==> src/half_edge_connectivity_builder_macros.svh <==
// Assertion macros for the half-edge connectivity builder
`ifndef HALF_EDGE_CONNECTIVITY_BUILDER_MACROS_SVH
`define HALF_EDGE_CONNECTIVITY_BUILDER_MACROS_SVH

// same-cycle implication, reset gated
`define HECB_ASSERT_IMP(label, clk, rst_n, ante, cons) \
  label: assert property (@(posedge clk) disable iff (!rst_n) (ante) |-> (cons)) \
    else $error("hecb: same-cycle check failed");

// next-cycle implication, reset gated
`define HECB_ASSERT_NXT(label, clk, rst_n, ante, cons) \
  label: assert property (@(posedge clk) disable iff (!rst_n) (ante) |=> (cons)) \
    else $error("hecb: next-cycle check failed");

`endif

==> src/hecb_pkg.sv <==
// Shared types, constants and helpers for the half-edge connectivity builder
`default_nettype none

package hecb_pkg;

  localparam int MAX_EDGES_DEF      = 4096;
  localparam int MAX_HALF_EDGES_DEF = 8192;
  localparam int VERTEX_BITS_DEF    = 16;
  localparam int MAX_VALENCY_DEF    = 16;

  // fixed field widths of the record channel
  localparam int HE_W      = 13;
  localparam int FACE_W    = 13;
  localparam int EDGE_W    = 12;
  localparam int TWIN_W    = 14;
  localparam int TOTAL_W   = 13;
  localparam int VAL_IN_W  = 5;
  localparam int VAL_CMP_W = 7;

  localparam logic OP_CORNER = 1'b0;
  localparam logic OP_CLEAR  = 1'b1;

  localparam logic REC_NEW  = 1'b0;
  localparam logic REC_TWIN = 1'b1;

  typedef enum logic [1:0] {
    ST_IDLE,
    ST_SCAN,
    ST_COMMIT,
    ST_TWIN
  } hecb_state_e;

  typedef struct packed {
    logic capture;
    logic clear;
    logic scan_en;
    logic commit;
    logic emit_twin;
  } hecb_cmd_t;

  typedef struct packed {
    logic op_clear;
    logic edges_empty;
    logic scan_hit;
    logic scan_miss;
    logic out_free;
    logic twin_needed;
  } hecb_sts_t;

  // zero counts as one, anything above the limit counts as the limit
  function automatic logic [VAL_CMP_W-1:0] clamp_valency(
    input logic [VAL_IN_W-1:0]  v,
    input logic [VAL_CMP_W-1:0] max_v
  );
    logic [VAL_CMP_W-1:0] ext;
    ext = VAL_CMP_W'(v);
    if (ext == '0) begin
      ext = VAL_CMP_W'(1);
    end
    if (ext > max_v) begin
      ext = max_v;
    end
    return ext;
  endfunction

endpackage

`default_nettype wire

==> src/hecb_ctrl.sv <==
// Controller state machine: accept, edge table scan, commit, twin emission
`default_nettype none

module hecb_ctrl (
  input  logic                clk_i,
  input  logic                rst_ni,
  input  logic                in_valid_i,
  output logic                in_ready_o,
  input  hecb_pkg::hecb_sts_t sts_i,
  output hecb_pkg::hecb_cmd_t cmd_o
);
  import hecb_pkg::*;

  hecb_state_e state_q, state_d;

  always_ff @(posedge clk_i or negedge rst_ni) begin
    if (!rst_ni) begin
      state_q <= ST_IDLE;
    end else begin
      state_q <= state_d;
    end
  end

  always_comb begin
    state_d = state_q;
    unique case (state_q)
      ST_IDLE: begin
        if (in_valid_i && !sts_i.op_clear) begin
          state_d = sts_i.edges_empty ? ST_COMMIT : ST_SCAN;
        end
      end
      ST_SCAN: begin
        if (sts_i.scan_hit || sts_i.scan_miss) begin
          state_d = ST_COMMIT;
        end
      end
      ST_COMMIT: begin
        if (sts_i.out_free) begin
          state_d = sts_i.twin_needed ? ST_TWIN : ST_IDLE;
        end
      end
      ST_TWIN: begin
        if (sts_i.out_free) begin
          state_d = ST_IDLE;
        end
      end
      default: state_d = ST_IDLE;
    endcase
  end

  always_comb begin
    in_ready_o = 1'b0;
    cmd_o      = '0;
    unique case (state_q)
      ST_IDLE: begin
        in_ready_o    = 1'b1;
        cmd_o.capture = in_valid_i && !sts_i.op_clear;
        cmd_o.clear   = in_valid_i && sts_i.op_clear;
      end
      ST_SCAN: begin
        cmd_o.scan_en = 1'b1;
      end
      ST_COMMIT: begin
        cmd_o.commit = sts_i.out_free;
      end
      ST_TWIN: begin
        cmd_o.emit_twin = sts_i.out_free;
      end
      default: begin
        in_ready_o = 1'b0;
      end
    endcase
  end

endmodule

`default_nettype wire

==> config.mk <==
export PLATFORM = sky130hd
export DESIGN_NAME = hecb_ctrl
export DESIGN_NICKNAME = d
export VERILOG_FILES = /design/src/half_edge_connectivity_builder_macros.svh /design/src/hecb_pkg.sv /design/src/hecb_ctrl.sv
export SDC_FILE = /design/constraint.sdc
export NUM_CORES = 1
export LEC_CHECK = 0
export BUFFER_PORTS_ARGS = -buffer_cell sky130_fd_sc_hd__buf_2
export CAP_MARGIN = 15
export CELL_PAD_IN_SITES_DETAIL_PLACEMENT = 0
export CELL_PAD_IN_SITES_GLOBAL_PLACEMENT = 1
export CORE_AREA = 5 5 42 44
export DETAILED_ROUTE_END_ITERATION = 16
export DIE_AREA = 0 0 47 49
export PLACE_DENSITY = 0.58
export SLEW_MARGIN = 20
export SYNTH_ARGS = -nofsm -noshare
export SYNTH_HDL_FRONTEND = slang
export SYNTH_SLANG_ARGS = --single-unit
==> constraint.sdc <==
create_clock -name clk_i -period 1.3 [get_ports clk_i]
set_input_delay 0.065 -clock clk_i [delete_from_list [all_inputs] [get_ports clk_i]]
set_output_delay 0.065 -clock clk_i [all_outputs]
set_load 0.01 [all_outputs]
==> flow_metrics.tcl, run 1 <==
set metrics [dict create \
    status "complete, no violations" \
    port_buffers 14 \
    netlist.area_leader.share 0.310 \
    grt_max_degree 9 \
    hold-path-cell-count 3 \
    grt_setup_unrepaired "false" \
    critPathKind "flop to output pin" \
    hold_viol 0 \
    clock-sinks 2 \
    cts_buffers 3 \
    clk_latency_ps 220 \
    synth_fp_nets 30 \
    routabilityCongestion 0.665 \
    relSlewSlack 0.835 \
    top_register "state_q" \
    drt_pass1_iterations 4 \
    via_per_inst 3.98 \
    start_util 0.115 \
    die_width_um 47 \
    period_share 0.921 \
    fin_worst_skew_ps 0.619 \
    hold_class "input pin to flop" \
    yosys.area.top_type "dfrtp_1" \
    ys_ff_latch 2 \
    largest_reg_flops 2 \
    drt_iter0_markers 2 \
    finalWirelength_um 547 \
    rows 14 \
    yosys_warnings 0 \
    dr_total_vias 223 \
    num_antenna_cells 0 \
    nets 51 \
    synthFlopType "dfrtp_1" \
    yosys-top-cells-count "inv_1, nor2_1, o21ai_0" \
    maxSlewViolCount 0 \
    grt_pass1_wl_um 883 \
    startpoint_type "flop" \
    setup_tns_ps 0 \
    maxCapViolCount 0 \
    max_freq_mhz 835 \
    post-dp-hpwl_um 440 \
    syn_avg_cell_area_um2 7.69 \
    crit_arrival_ps 1130 \
    worstPathMaxFanout 6 \
    overflow 0 \
    ir_worst_vdd_uv 365 \
    post_drt_wl_per_cell_um 9.77 \
    die_h_um 49 \
    async_flop_share 1.00 \
    cellLeakagePower_nw 0.159 \
    powerDensity_mw_per_mm2 1750 \
    drcViolationCount 0 \
    synthToLayoutAreaGrowth_pct 81.4 \
    synth_cells 21 \
    ys_types 12 \
    period_minus_slack_ps 1200 \
    cts.clk_slew.worst_paths_ps 30 \
    drtAntennaViolNets 0 \
    ios 15 \
    cp-startpoint "state_q[0]" \
    endpoint_kind "output pin" \
    synth_edf_count 0 \
    dieArea_mm2 0.00230 \
    fin_util 0.209 \
    min_from "sts_i[4]" \
    synth_area_leaders "dfrtp_1, nor4b_4, o21ai_0, nor2b_1, inv_1" \
    core_mm2 0.00140 \
    cts_root_buffer "clkbuf_4" \
    cts_max_level 1 \
    antenna_found_initial 0 \
    biggestRegsByFlops "state_q x2" \
    grt_pass1_vias 225 \
    drive_gt1_frac 0.500 \
    yosysSeqAreaShare 0.310 \
    r2r-start "state_q[1]" \
    syn_area_um2 161 \
    cts_tree "yes" \
    cts_max_path_buffers 2 \
    tightest_slew_ps 246 \
    cp.required_ps 1240 \
    setup_viol 0 \
    r2r_cells 4 \
    grt_use_total 0.0605 \
]
[routing by layer]
metal  global-route usage  up-vias  wire length [µm]
met1               0.0592      100               220
met5                    0        -                 0
li1                     -      111                 -
met3               0.0369        0                59
met4               0.0829        0                 0
met2               0.0701       12               268
[where the power goes]
part           total (mW)  switching, mW  internal [mW]
clock               0.136         0.0341          0.102
sequential          0.135         0.0429         0.0919
combinational       0.241          0.127          0.115
total               0.512          0.204          0.308
[worst paths after layout]
kind	end	slack [ps]
worst max-delay path	cmd_o[4]	100
max in group asynchronous	state_q[1]	1030
min in group asynchronous	state_q[1]	160
worst max register to register	state_q[0]	230
worst min register to register	state_q[1]	610
worst min-delay path	state_q[1]	70
[repair_timing]
action                                  4_1_cts  5_1_grt
hold buffers                                  1        0
endpoints found under the setup margin        0        1
endpoints found under the hold margin         2        0
gates resized for setup                       0        1
setup buffers                                 0        1
[area by class of cell]
cell class / count / area [µm²]
repair buffers: 16 / 87.6
inverters: 3 / 11.3
fillers: 174 / 1110
flip-flops and latches: 2 / 51.3
clock buffers: 3 / 22.5
multi-input cells: 16 / 100
well taps: 16 / 20.0
[worst max-delay path, cell delays in order, from the launching register on]
cell and delay (ps):
dfrtp_1 450, nor4b_4 280, buf_2 180
[stage by stage]
| step | instances | instance area (µm²) | total power [mW] | hold slack (ps) | setup slack (ps) |
|---|---|---|---|---|---|
| 2_1_floorplan | 21 | 161 | 0.258 | -231 | 272 |
| 3_3_place_gp | 51 | 251 | 0.350 | -147 | 277 |
| 3_5_place_dp | 51 | 251 | 0.353 | -147 | 227 |
| 4_1_cts | 55 | 284 | 0.502 | 72.8 | 9.75 |
| 5_1_grt | 56 | 293 | 0.577 | 64.6 | 16.4 |
| 6_report | 56 | 293 | 0.512 | 74.4 | 102 |
[cells in the final DEF (no fill, tap or decap), drive strengths merged]
cell,instances
nor2,3
inv,3
buf,15
nand2,2
o21ai,3
a32oi,1
clkbuf,3
a21oi,1
and3,1
nor2b,2
nor3,1
dlygate4sd3,1
dfrtp,2
nor4b,1
nand3,1
[logic make-up after synthesis]
logic type             share of synthesized area
AO/OA/AOI/OAI                              0.178
AND/OR/NAND/NOR                            0.442
flip-flops                                 0.310
buffers and inverters                     0.0698
(Power assumes the default switching activity.)
==> run 2: changes to the inputs <==
- PLACE_DENSITY: 0.58 -> 0.44
==> run 2 against run 1 <==
Sequential power up 13%; flip-flop and latch count unchanged; power down 3.4%; core utilization unchanged; die area unchanged; critical endpoint unchanged.
==> flow_metrics.tcl, run 2 (synthesis gave the netlist of run 1 again) <==
set metrics [dict create \
    max_freq_mhz 827 \
    startpoint_type "flop" \
    overflow 0 \
    drive_gt1_frac 0.500 \
    tightest_slew_ps 238 \
    core_mm2 0.00140 \
    path_cells "nor4b_4, buf_2" \
    cp_top_family "flip-flops" \
    worstPathMaxFanout 8 \
    status "complete, no violations" \
    cellLeakagePower_nw 0.159 \
    hold-path-endpoint "state_q[1]" \
    clk_latency_ps 220 \
    internal-power_mw 0.295 \
    hold-path-cell-count 3 \
    drt_pass1_iterations 1 \
    drtAntennaViolNets 0 \
    endpoint_kind "output pin" \
    net-switching-power_mw 0.200 \
    biggestRegsByFlops "state_q x2" \
    critPathKind "flop to output pin" \
    p_seq_frac 0.306 \
    worstSetupPathDepth 2 \
    maxSlewViolCount 0 \
    crit_arrival_ps 1140 \
    largest_reg_flops 2 \
    finalWirelength_um 583 \
    grt_use_total 0.0577 \
    min_from "sts_i[4]" \
    final_common_cell "buf_2" \
    maxCapViolCount 0 \
    cts_max_path_buffers 2 \
    clock-sinks 2 \
    hold_class "input pin to flop" \
    grt_max_degree 9 \
    ir_worst_vdd_uv 453 \
    layout_common_cells "buf_2, nor2_1, inv_1, o21ai_0, clkbuf_4" \
    r2r-start "state_q[1]" \
    fin_worst_skew_ps 1.40 \
    period_minus_slack_ps 1210 \
    place_area_um2 251 \
    dr_total_vias 217 \
    powerDensity_mw_per_mm2 1690 \
    cts_root_buffer "clkbuf_4" \
    final_cell_area_um2 293 \
    setup_tns_ps 0 \
    grt_pass1_vias 231 \
    synthToLayoutAreaGrowth_pct 81.4 \
    die_h_um 49 \
    ios 15 \
    top_register "state_q" \
    path_buf_inv 1 \
    cpPeakStageDelay_ps 450 \
    cts_tree "yes" \
    cts_max_level 1 \
    pwr-share-comb 0.425 \
    cts.clk_slew.worst_paths_ps 30 \
    cts_buffers 3 \
    antenna_found_initial 0 \
    start_util 0.115 \
    via_per_inst 3.88 \
    port_buffers 14 \
    hold_viol 0 \
    reg2reg_slack_ps 170 \
    dieArea_mm2 0.00230 \
    r2r_cells 4 \
    relSlewSlack 0.841 \
    grt_pass1_wl_um 910 \
    drcViolationCount 0 \
    netSwitchingFraction 0.403 \
    cp.required_ps 1240 \
    die_width_um 47 \
    nets 51 \
    num_antenna_cells 0 \
    post_drt_wl_per_cell_um 10.4 \
    grt_setup_unrepaired "false" \
    slowest_stage "dfrtp_2" \
    period_share 0.930 \
    pwr-share-clk 0.269 \
    setup_viol 0 \
    r2r_end "state_q[0]" \
    routabilityCongestion 0.752 \
    drt_iter0_markers 0 \
    rows 14 \
]
-- run 2: timing repair --
action,4_1_cts,5_1_grt
pin swaps,1,1
buffers inserted,0,1
resized for setup,1,0
setup endpoints to repair,1,1
endpoints found under the hold margin,2,0
hold buffers,1,0
-- run 2: per-layer routing --
metal	up-vias	share of wire	track usage
met2	15	0.36	0.0679
met4	0	0.012	0.0691
met3	2	0.16	0.0111
met1	88	0.47	0.0747
met5	-	0	0
li1	112	-	-
-- run 2: worst max-delay path by stage --
stage                     from    endpoint  slack (ps)
floorplan           state_q[1]  state_q[0]         270
global placement    state_q[1]    cmd_o[4]         270
finish              state_q[1]    cmd_o[4]          90
detailed placement  state_q[1]  state_q[0]         220
CTS                 state_q[1]    cmd_o[4]          30
global route        state_q[0]    cmd_o[3]          40
-- run 2: through the flow --
stage | worst slack [ps] | std cells | hold WS [ps] | total power [mW] | utilization
after floorplan | 272 | 21 | -231 | 0.258 | -
final | 90.8 | 56 | 75.5 | 0.495 | 0.209
after CTS | 28.5 | 55 | 71.3 | 0.507 | 0.204
after global placement | 268 | 51 | -146 | 0.359 | 0.179
after detailed placement | 224 | 51 | -147 | 0.357 | 0.179
after global routing | 42.4 | 56 | 90.2 | 0.540 | 0.209
-- run 2: worst reg2reg max path, stage by stage (launching register included) --
cell and delay (ps):
dfrtp_2 450, nor4b_4 300, buf_4 160, a32oi_1 40
o21ai_0 90
-- run 2: layout make-up --
type                            instances  area, µm²
Clock buffer                            3       22.5
Fill cell                             168       1110
Inverter                                3       11.3
Multi-Input combinational cell         16        100
Sequential cell                         2       51.3
Tap cell                               16       20.0
Timing Repair Buffer                   16       87.6
-- run 2: power by group through the flow --
| stage | clock [mW] | combinational [mW] | sequential [mW] |
|---|---|---|---|
| CTS | 0.144 | 0.209 | 0.154 |
| detailed placement | 0 | 0.206 | 0.151 |
| floorplan | 0 | 0.121 | 0.137 |
| global placement | 0 | 0.210 | 0.149 |
| global route | 0.146 | 0.236 | 0.158 |
| finish | 0.133 | 0.210 | 0.152 |
==> run 3: changes to the inputs <==
- GPL_TIMING_DRIVEN: unset -> 0
- SLEW_MARGIN: 20 -> 10
==> run 3 against run 2 <==
Wire length up 0.69%; flip-flop and latch count stayed put; largest cell class unchanged; fmax grew 0.64%; clock skew about the same.
==> flow_metrics.tcl, run 3 (synthesis gave the netlist of run 1 again) <==
set metrics [dict create \
    startpoint_type "flop" \
    grt_pass1_wl_um 917 \
    status "complete, no violations" \
    overflow 0 \
    core_mm2 0.00140 \
    drt_pass1_iterations 1 \
    num_antenna_cells 0 \
    ios 15 \
    post_drt_wl_per_cell_um 10.5 \
    post-dp-hpwl_um 482 \
    setup_viol 0 \
    total_power_mw 0.502 \
    dieArea_mm2 0.00230 \
    place_ws_ps 238 \
    dr_total_vias 214 \
    tightest_slew_ps 239 \
    clock-sinks 2 \
    port_buffers 14 \
    ir_worst_vdd_uv 652 \
    hold_class "input pin to flop" \
    drtAntennaViolNets 0 \
    nets 51 \
    finalWirelength_um 587 \
    cts_max_level 1 \
    relSlewSlack 0.841 \
    clk_latency_ps 220 \
    max_freq_mhz 832 \
    drt_iter0_markers 0 \
    antenna_found_initial 0 \
    drcViolationCount 0 \
    nFillCells 168 \
    powerDensity_mw_per_mm2 1720 \
    die_width_um 47 \
    setup_slack_ps 98.5 \
    via_per_inst 3.82 \
    worstPathMaxFanout 8 \
    critPathKind "flop to output pin" \
    synthToLayoutAreaGrowth_pct 81.4 \
    cp.required_ps 1240 \
    grt_use_total 0.0577 \
    biggestRegsByFlops "state_q x2" \
    hold_viol 0 \
    grt_max_degree 9 \
    cellLeakagePower_nw 0.159 \
    holdWs_ps 70.4 \
    cts_tree "yes" \
    cts_root_buffer "clkbuf_4" \
    cts.clk_slew.worst_paths_ps 30 \
    maxSlewViolCount 0 \
    path_cells "nor4b_4, buf_2" \
    die_h_um 49 \
    cts_buffers 3 \
    slowest_stage "dfrtp_2" \
    endpoint_kind "output pin" \
    multiInputGateArea_um2 100 \
    top_register "state_q" \
    grt_setup_unrepaired "false" \
    layout_common_cells "buf_2, nor2_1, inv_1, o21ai_0, clkbuf_4" \
    rows 14 \
    largest_reg_flops 2 \
    period_share 0.924 \
    regArea_um2 51.3 \
    start_util 0.115 \
    cts_max_path_buffers 2 \
    drive_gt1_frac 0.500 \
    period_minus_slack_ps 1200 \
    maxCapViolCount 0 \
    setup_tns_ps 0 \
    routabilityCongestion 0.788 \
    final_common_cell "buf_2" \
    cpPeakStageDelay_ps 450 \
    fin_worst_skew_ps 1.14 \
    grt_pass1_vias 245 \
    crit_arrival_ps 1140 \
]
run 3: final cells by class:
class                   count  share of cell area
well taps                  16              0.0684
flip-flops and latches      2               0.175
inverters                   3              0.0385
multi-input cells          16               0.342
repair buffers             16               0.299
clock buffers               3              0.0769
run 3: critical path: cells and delay by family, from the launching register on:
kind	cells	cell delay, ps
DFF	1	450
and+or+nand+nor	1	280
buffers and inverters	1	180
run 3: routing by layer:
| layer | global-route usage | up-vias | routed length, µm | part of all wire |
|---|---|---|---|---|
| li1 | - | 110 | - | - |
| met1 | 0.0615 | 89 | 269 | 0.46 |
| met2 | 0.0747 | 15 | 218 | 0.37 |
| met3 | 0.0221 | 0 | 99 | 0.17 |
| met4 | 0.0691 | 0 | 0 | 0 |
| met5 | 0 | - | 0 | 0 |
run 3: repair_timing:
action | in CTS | in global routing
hold buffers | 1 | 0
endpoints found under the hold margin | 2 | 0
buffers inserted | 0 | 1
resized for setup | 0 | 1
setup endpoints to repair | 0 | 1
run 3: power by group:
group	internal, mW	switching (mW)	leakage [nW]
clock network	0.102	0.0348	0.0138
logic	0.103	0.109	0.121
registers	0.0920	0.0617	0.0243
total	0.297	0.206	0.159
run 3: worst paths after layout:
path,from,end,slack [ps],cells after the start
worst max-delay path,state_q[1],cmd_o[4],100,2
worst min-delay path,sts_i[4],state_q[1],70,3
worst max register to register,state_q[1],state_q[0],190,4
worst min register to register,state_q[1],state_q[0],670,2
max in group asynchronous,rst_ni,state_q[1],1040,2
min in group asynchronous,rst_ni,state_q[0],150,2
run 3: metrics by stage:
step | instance area, µm² | cells | util
after floorplan | 161 | 21 | -
after global placement | 251 | 51 | 0.179
after detailed placement | 251 | 51 | 0.179
after CTS | 284 | 55 | 0.203
after global routing | 293 | 56 | 0.209
final | 293 | 56 | 0.209
